**src/rtl/rsc_pkg.sv**
```systemverilog
// shared types and constants of the recursive systematic convolutional encoder
package rsc_pkg;

	// widths of the configuration registers
	localparam int POLY_W    = 5;
	localparam int PAT_W     = 16;
	localparam int PERIOD_W  = 5;
	localparam int POS_W     = 4;
	localparam int CFG_IDX_W = 3;
	localparam int CFG_DAT_W = 16;

	// polynomial bits above bit 0 that reach a register stage
	localparam int TAP_BITS = POLY_W - 1;

	// stream widths
	localparam int IN_DATA_W  = 8;
	localparam int OUT_DATA_W = 8;
	localparam int MODE_W     = 2;

	// input item modes
	localparam logic [MODE_W-1:0] MODE_DATA = 2'd0;
	localparam logic [MODE_W-1:0] MODE_TERM = 2'd1;
	localparam logic [MODE_W-1:0] MODE_END  = 2'd2;

	// configuration register indexes
	localparam logic [CFG_IDX_W-1:0] CFG_FF_POLY = 3'd0;
	localparam logic [CFG_IDX_W-1:0] CFG_FB_POLY = 3'd1;
	localparam logic [CFG_IDX_W-1:0] CFG_PAT_A   = 3'd2;
	localparam logic [CFG_IDX_W-1:0] CFG_PAT_B   = 3'd3;
	localparam logic [CFG_IDX_W-1:0] CFG_PAT_SEL = 3'd4;
	localparam logic [CFG_IDX_W-1:0] CFG_PERIOD  = 3'd5;

	// register reset values
	localparam logic [POLY_W-1:0]   FF_POLY_RST = 5'd31;
	localparam logic [POLY_W-1:0]   FB_POLY_RST = 5'd19;
	localparam logic [PAT_W-1:0]    PAT_RST     = 16'hFFFF;
	localparam logic [PERIOD_W-1:0] PERIOD_RST  = 5'd1;
	localparam logic [PERIOD_W-1:0] PERIOD_MAX  = 5'd16;

	// control shared by all register cells
	typedef struct packed {
		logic shift;
		logic clear;
	} rsc_ctl_t;

endpackage

```
**src/rtl/rsc_cell.sv**
```systemverilog
// one stage of the encoder shift register with its tap contributions
module rsc_cell
	import rsc_pkg::*;
(
	input  logic     clk,
	input  logic     arst_n,
	input  rsc_ctl_t ctl,
	input  logic     shift_in,
	input  logic     fb_tap,
	input  logic     ff_tap,
	input  logic     fb_acc_in,
	input  logic     ff_acc_in,
	output logic     stage,
	output logic     fb_acc_out,
	output logic     ff_acc_out
);

	logic stage_q;

	// stage bit, cleared at end of frame, shifted on each encoded bit
	always_ff @(posedge clk or negedge arst_n) begin
		if (!arst_n) begin
			stage_q <= 1'b0;
		end else if (ctl.clear) begin
			stage_q <= 1'b0;
		end else if (ctl.shift) begin
			stage_q <= shift_in;
		end
	end

	// running xor of tapped stages along the row
	assign fb_acc_out = fb_acc_in ^ (fb_tap & stage_q);
	assign ff_acc_out = ff_acc_in ^ (ff_tap & stage_q);
	assign stage      = stage_q;

endmodule

```
**src/rtl/rsc_punct.sv**
```systemverilog
// frame position counter and puncture mask bit selection
module rsc_punct
	import rsc_pkg::*;
(
	input  logic                clk,
	input  logic                arst_n,
	input  logic [PAT_W-1:0]    pattern,
	input  logic [PERIOD_W-1:0] period,
	input  logic                advance,
	input  logic                clear,
	output logic                kept
);

	logic [POS_W-1:0]    pos_q;
	logic [PERIOD_W-1:0] period_eff;
	logic [POS_W-1:0]    pos_cur;
	logic [PERIOD_W-1:0] pos_inc;
	logic [POS_W-1:0]    pos_next;

	// period clamped to 1..16, position folded to 0 when past the period
	always_comb begin
		if (period == '0) begin
			period_eff = PERIOD_W'(1);
		end else if (period > PERIOD_MAX) begin
			period_eff = PERIOD_MAX;
		end else begin
			period_eff = period;
		end
		pos_cur  = ({1'b0, pos_q} < period_eff) ? pos_q : '0;
		pos_inc  = {1'b0, pos_cur} + PERIOD_W'(1);
		pos_next = (pos_inc >= period_eff) ? '0 : pos_inc[POS_W-1:0];
	end

	assign kept = pattern[pos_cur];

	// position register
	always_ff @(posedge clk or negedge arst_n) begin
		if (!arst_n) begin
			pos_q <= '0;
		end else if (clear) begin
			pos_q <= '0;
		end else if (advance) begin
			pos_q <= pos_next;
		end
	end

endmodule

```
**src/rtl/rsc_encoder_punctured_tail.sv**
```systemverilog
// top level of the recursive systematic convolutional encoder with puncture marking
//
// Input stream s_*: one item per transfer, s_tdata[1:0] = mode, s_tdata[2] = data bit.
// Mode 0 encodes one bit and gives one result; mode 1 terminates the frame and
// gives MEMORY_LENGTH tail results; mode 2 clears state and position without result;
// mode 3 is taken and ignored.
// Output stream m_*: one result per transfer, m_tdata holds systematic, parity and
// parity-kept bits, m_tuser marks a tail result, m_tlast marks the final result
// of the input item.
// The first result of an input transfer is registered in the output register.
// Data bits sustain one item per cycle while the receiver keeps up; a terminate item
// holds the input until its MEMORY_LENGTH tail results are made, paced by the tail counter.
// The shift register is a row of MEMORY_LENGTH cells whose taps are xored along the
// row in the same cycle.
// Reset clears the register cells, the frame position, the tail counter and the
// output valid flag, and loads the configuration registers with their reset values.
// When the receiver stalls, the result holds in the output register and s_tready
// drops until it is taken. Configuration is written through cfg_we/cfg_addr/cfg_wdata.
module rsc_encoder_punctured_tail
	import rsc_pkg::*;
#(
	parameter int MEMORY_LENGTH = 4
) (
	input  logic                  clk,
	input  logic                  arst_n,
	// configuration write port
	input  logic                  cfg_we,
	input  logic [CFG_IDX_W-1:0]  cfg_addr,
	input  logic [CFG_DAT_W-1:0]  cfg_wdata,
	// input stream
	input  logic                  s_tvalid,
	output logic                  s_tready,
	input  logic [IN_DATA_W-1:0]  s_tdata,   // mode[1:0], data_bit[2], zero fill
	// output stream
	output logic                  m_tvalid,
	input  logic                  m_tready,
	output logic [OUT_DATA_W-1:0] m_tdata,   // systematic_bit[0], parity_bit[1], parity_kept[2]
	output logic                  m_tuser,   // is_tail
	output logic                  m_tlast
);

	localparam int CNT_W = $clog2(MEMORY_LENGTH + 1);

	// configuration registers
	logic [POLY_W-1:0]   ff_poly_q;
	logic [POLY_W-1:0]   fb_poly_q;
	logic [PAT_W-1:0]    pat_a_q;
	logic [PAT_W-1:0]    pat_b_q;
	logic                pat_sel_q;
	logic [PERIOD_W-1:0] period_q;

	always_ff @(posedge clk or negedge arst_n) begin
		if (!arst_n) begin
			ff_poly_q <= FF_POLY_RST;
			fb_poly_q <= FB_POLY_RST;
			pat_a_q   <= PAT_RST;
			pat_b_q   <= PAT_RST;
			pat_sel_q <= 1'b0;
			period_q  <= PERIOD_RST;
		end else if (cfg_we) begin
			unique case (cfg_addr)
				CFG_FF_POLY: ff_poly_q <= cfg_wdata[POLY_W-1:0];
				CFG_FB_POLY: fb_poly_q <= cfg_wdata[POLY_W-1:0];
				CFG_PAT_A:   pat_a_q   <= cfg_wdata[PAT_W-1:0];
				CFG_PAT_B:   pat_b_q   <= cfg_wdata[PAT_W-1:0];
				CFG_PAT_SEL: pat_sel_q <= cfg_wdata[0];
				CFG_PERIOD:  period_q  <= cfg_wdata[PERIOD_W-1:0];
				default: ;
			endcase
		end
	end

	// handshake and step decode
	logic [CNT_W-1:0]  tail_cnt_q;
	logic              tail_busy;
	logic              out_free;
	logic              in_xfer;
	logic [MODE_W-1:0] in_mode;
	logic              in_bit;
	logic              step_data;
	logic              step_term;
	logic              step_tail_more;
	logic              step_tail;
	logic              step;
	logic              frame_end;
	logic [CNT_W-1:0]  tail_rem;

	assign in_mode        = s_tdata[MODE_W-1:0];
	assign in_bit         = s_tdata[MODE_W];
	assign tail_busy      = (tail_cnt_q != '0);
	assign out_free       = !m_tvalid || m_tready;
	assign s_tready       = !tail_busy && out_free;
	assign in_xfer        = s_tvalid && s_tready;
	assign step_data      = in_xfer && (in_mode == MODE_DATA);
	assign step_term      = in_xfer && (in_mode == MODE_TERM);
	assign frame_end      = in_xfer && (in_mode == MODE_END);
	assign step_tail_more = tail_busy && out_free;
	assign step_tail      = step_term || step_tail_more;
	assign step           = step_data || step_tail;

	// tail results still owed after this cycle
	always_comb begin
		if (step_term) begin
			tail_rem = CNT_W'(MEMORY_LENGTH - 1);
		end else if (step_tail_more) begin
			tail_rem = tail_cnt_q - CNT_W'(1);
		end else begin
			tail_rem = tail_cnt_q;
		end
	end

	always_ff @(posedge clk or negedge arst_n) begin
		if (!arst_n) begin
			tail_cnt_q <= '0;
		end else begin
			tail_cnt_q <= tail_rem;
		end
	end

	// row of register cells
	rsc_ctl_t               cell_ctl;
	logic [MEMORY_LENGTH-1:0] stage;
	logic [MEMORY_LENGTH:0]   fb_chain;
	logic [MEMORY_LENGTH:0]   ff_chain;
	logic                     fb_tapped;
	logic                     sys_bit;
	logic                     fb_bit;
	logic                     par_bit;

	assign cell_ctl.shift = step;
	assign cell_ctl.clear = frame_end;
	assign fb_chain[0]    = 1'b0;
	assign ff_chain[0]    = 1'b0;

	for (genvar i = 0; i < MEMORY_LENGTH; i++) begin : g_cell
		logic shift_in;
		logic fb_tap;
		logic ff_tap;

		if (i == 0) begin : g_head
			assign shift_in = fb_bit;
		end else begin : g_body
			assign shift_in = stage[i-1];
		end

		if (i < TAP_BITS) begin : g_tap
			assign fb_tap = fb_poly_q[i+1];
			assign ff_tap = ff_poly_q[i+1];
		end else begin : g_notap
			assign fb_tap = 1'b0;
			assign ff_tap = 1'b0;
		end

		rsc_cell u_cell (
			.clk        (clk),
			.arst_n     (arst_n),
			.ctl        (cell_ctl),
			.shift_in   (shift_in),
			.fb_tap     (fb_tap),
			.ff_tap     (ff_tap),
			.fb_acc_in  (fb_chain[i]),
			.ff_acc_in  (ff_chain[i]),
			.stage      (stage[i]),
			.fb_acc_out (fb_chain[i+1]),
			.ff_acc_out (ff_chain[i+1])
		);
	end

	// feedback and parity; a tail bit equals the tapped sum so feedback is zero
	assign fb_tapped = fb_chain[MEMORY_LENGTH];
	assign sys_bit   = step_tail ? fb_tapped : in_bit;
	assign fb_bit    = sys_bit ^ fb_tapped;
	assign par_bit   = (ff_poly_q[0] & fb_bit) ^ ff_chain[MEMORY_LENGTH];

	// puncture position and mask bit
	logic kept_bit;

	rsc_punct u_punct (
		.clk     (clk),
		.arst_n  (arst_n),
		.pattern (pat_sel_q ? pat_b_q : pat_a_q),
		.period  (period_q),
		.advance (step_data),
		.clear   (frame_end || step_term),
		.kept    (kept_bit)
	);

	// output register
	logic m_tvalid_q;
	logic sys_q;
	logic par_q;
	logic kept_q;
	logic tail_q;
	logic last_q;

	always_ff @(posedge clk or negedge arst_n) begin
		if (!arst_n) begin
			m_tvalid_q <= 1'b0;
		end else if (step) begin
			m_tvalid_q <= 1'b1;
		end else if (m_tready) begin
			m_tvalid_q <= 1'b0;
		end
	end

	always_ff @(posedge clk) begin
		if (step) begin
			sys_q  <= sys_bit;
			par_q  <= par_bit;
			kept_q <= step_tail ? 1'b1 : kept_bit;
			tail_q <= step_tail;
			last_q <= step_data || (tail_rem == '0);
		end
	end

	assign m_tvalid = m_tvalid_q;
	assign m_tdata  = {{(OUT_DATA_W - 3){1'b0}}, kept_q, par_q, sys_q};
	assign m_tuser  = tail_q;
	assign m_tlast  = last_q;

endmodule

```
**config.mk**
```make
export PLATFORM = sky130hd
export DESIGN_NAME = rsc_encoder_punctured_tail
export DESIGN_NICKNAME = d
export VERILOG_FILES = /design/src/rtl/rsc_pkg.sv /design/src/rtl/rsc_cell.sv /design/src/rtl/rsc_punct.sv /design/src/rtl/rsc_encoder_punctured_tail.sv
export SDC_FILE = /design/constraint.sdc
export NUM_CORES = 1
export LEC_CHECK = 0
export ABC_AREA = 1
export BUFFER_PORTS_ARGS = -buffer_cell sky130_fd_sc_hd__buf_2
export CORE_MARGIN = 2
export CORE_UTILIZATION = 35
export DETAILED_ROUTE_END_ITERATION = 8
export GPL_ROUTABILITY_DRIVEN = 0
export PLACE_DENSITY_LB_ADDON = 0.12
export SKIP_LAST_GASP = 1
export SLEW_MARGIN = 40
export SYNTH_ARGS = -nofsm -noshare
export SYNTH_HDL_FRONTEND = slang
export SYNTH_SLANG_ARGS = --single-unit
```
**constraint.sdc**
```tcl
create_clock -name clk -period 4.1 [get_ports clk]
set_clock_uncertainty 0.05 [all_clocks]
set_input_delay 0.205 -clock clk [delete_from_list [all_inputs] [get_ports clk]]
set_output_delay 0.205 -clock clk [all_outputs]
set_load 0.02 [all_outputs]
```
==> impl_metrics.json <==
{
  "status": "finished, final reports clean",
  "wl_per_cell_um": 12.7,
  "power_density_nw_per_um2": 619,
  "whs_ns": 0.0341,
  "maxSlewViolCount": 0,
  "synth_top_area_cell": "dfstp_2",
  "drive_above_1_share": 0.266,
  "p_total_uw": 2400,
  "final_period_minus_worst_setup_slack_ns": 3.34,
  "synth_ff_type": "dfstp_2",
  "routed_via_density": 4.59,
  "fin_crit_sh": 0.814,
  "irDropWorstVdd_mv": 0.223,
  "dieArea_um2": 10500,
  "async_flop_share": 0.922,
  "cts_buffer_depth": 2,
  "initial_core_util": 0.355,
  "dr.pass1.iters": 4,
  "design.core.area_um2": 9590,
  "rows": 36,
  "ys_ff_latch": 64,
  "num_io_pins": 44,
  "p_int_uw": 1530,
  "fin_nets": 456,
  "fmax_mhz": 300,
  "portBuffers": 33,
  "drtIter0Drc": 102,
  "maxSlewHeadroom": 0.609,
  "netlist.area_leader.share": 0.308,
  "diodes": 0,
  "seq_area_frac_synth": 0.492,
  "setup_tns_ns": 0,
  "route.detailed.drc": 0,
  "p_sw_uw": 872,
  "worstPathMaxFanout": 11,
  "die_w_um": 103,
  "synth_edf_count": 5,
  "hold_class": "in2reg",
  "grt_pass1_vias": 2371,
  "cp-start-kind": "flop",
  "cts_sinks": 64,
  "switching_share": 0.363,
  "clock_latency_ns": 0.35,
  "cap_violations": 0,
  "syn2layout_area_growth_pct": 13.9,
  "path_clk_slew_ns": 0.07,
  "wl_um": 6980,
  "grt_start_max_net_pins": 60,
  "syn_area_um2": 3410,
  "yosysWarnings": 0,
  "hpwl_um": 4880,
  "setup_violations": 0,
  "comb_power_share": 0.336,
  "synth_cells": 382,
  "required_ns": 4.32,
  "synth_most_common_cell": "nand2_1",
  "track_usage": 0.144,
  "p_leak_uw": 0.00186,
  "cts_max_level": 3,
  "clkPwrFrac": 0.251,
  "syn_avg_cell_area_um2": 8.92,
  "fin_util": 0.405,
  "netlist_top_cells_area": "dfstp_2 (31%), dfrtp_1 (14%), nand2_1 (10%)",
  "synth_cell_type_count": 35,
  "p_seq_frac": 0.413,
  "hold_violations": 0,
  "design_area_um2": 3880,
  "cts_tree": "built",
  "synthTopCellsByCount": "nand2_1 (93), o21ai_0 (49), inv_1 (46), dfstp_2 (40), nand3_1 (24)",
  "cp-end-kind": "flop",
  "grt_pass1_wl_um": 11600,
  "cts_root_buffer": "clkbuf_8",
  "die_h_um": 103,
  "rsz0062_at_grt": "no",
  "postPlaceCellArea_um2": 3650,
  "drtAntennaViolNets": 0,
  "tightest_slew_ns": 0.586,
  "vias": 2531,
  "critPathKind": "reg2reg",
  "worstPathArrival_ns": 3.56,
  "antenna_found_initial": 0,
  "cts_buffers": 9,
  "overflow": 0
}
## flip-flops by register name, summed over array words and instances, names as in the netlist, 3 cells and up
| register | count |
|---|---|
| pat_a_q | 16 |
| u_punct.pos_q | 4 |
| tail_cnt_q | 3 |
| period_q | 5 |
| pat_b_q | 16 |
| fb_poly_q | 4 |
| g_cell.u_cell.stage | 4 |
| ff_poly_q | 5 |
## final cells by class
cell class | instances | area, um2
clock buffer | 9 | 124
fill | 1008 | 5710
timing repair buffer | 35 | 186
multi-input combinational | 253 | 1440
clock inverter | 7 | 95.1
inverter | 50 | 193
sequential | 64 | 1680
tap | 133 | 166
## critical path, cell delays in order (launching register included)
cell and delay, ns:
dfrtp_1 0.42, inv_2 0.14, nand2_1 0.10, ha_1 0.28
inv_1 0.05, nor2_2 0.13, and3_1 0.19, nand2_2 0.18
nand3_4 0.16, inv_1 0.09, ha_1 0.19, or2_2 0.29
nand2_1 0.08, inv_1 0.05, ha_1 0.26, o21a_1 0.10
o21ai_0 0.14, nand2_1 0.06, nand2_1 0.07, nand2_1 0.10
o22ai_1 0.14
## kinds of logic (layout without fill, tap and decap cells)
kind of cell             count (synthesis)  in the layout  share of synthesized area
flip-flops                              64             64                      0.492
buffers and inverters                   69            101                     0.0932
multiplexers                            15             15                     0.0441
adder cells (fa/ha/maj)                 11             11                     0.0404
XOR/XNOR                                10             10                     0.0257
AND/OR/NAND/NOR                        149            149                      0.199
AO/OA/AOI/OAI                           63             63                      0.105
other                                    1              5                    0.00110
## final timing paths
kind	slack (ns)	start	depth (start not counted)	endpoint
worst max-delay path	0.76	period_q[4]	20	u_punct.pos_q[3]
worst min-delay path	0.03	cfg_wdata[14]	3	pat_b_q[14]
worst max register to register	0.76	period_q[4]	20	u_punct.pos_q[3]
worst min register to register	0.44	pat_b_q[14]	2	pat_b_q[14]
max in group asynchronous	3.20	arst_n	3	pat_sel_q
min in group asynchronous	0.41	arst_n	3	u_punct.pos_q[0]
## routing by layer
layer  part of all wire  vias up  wire (um)  track usage
met3              0.039       12        272       0.0298
met2               0.44       43       3040        0.218
met5                  0        -          0            0
met1               0.51     1175       3530        0.202
li1                   -     1301          -            -
met4              0.019        0        133       0.0615
## metrics by stage
step	cells	setup slack, ns
floorplan	386	1.05
global placement	534	0.750
detailed placement	534	0.731
CTS	551	0.720
global route	551	0.425
finish	551	0.761
## what timing repair did
item / CTS / global route
endpoints found under the setup margin: 0 / 0
endpoints found under the hold margin: 19 / 0
gates resized for setup: 0 / 0
buffers inserted: 0 / 0
hold buffers: 1 / 0
## placed cells by master (no fill, tap or decap), drive strengths merged, types with 2 or more instances in the layout
master / Yosys / layout
clkinv: 1 / 4
inv: 49 / 50
ha: 11 / 11
bufinv: 0 / 2
nand3: 26 / 26
xor2: 3 / 3
a21oi: 2 / 2
o22ai: 5 / 5
nor2: 14 / 14
o21ai: 49 / 49
nand2: 96 / 96
edfxtp: 5 / 5
buf: 13 / 34
conb: 1 / 5
dfstp: 40 / 40
or2: 2 / 2
mux2i: 15 / 15
dfrtp: 19 / 19
xnor2: 7 / 7
o21a: 2 / 2
nand4: 9 / 9
clkbuf: 6 / 9
## power by group through the flow
stage	logic [uW]	clock network, uW	registers (uW)
2_1_floorplan	693	0	958
3_3_place_gp	802	0	1000
3_5_place_dp	810	0	1000
4_1_cts	821	625	993
5_1_grt	921	653	1020
6_report	808	603	992
(Power assumes the default switching activity.)
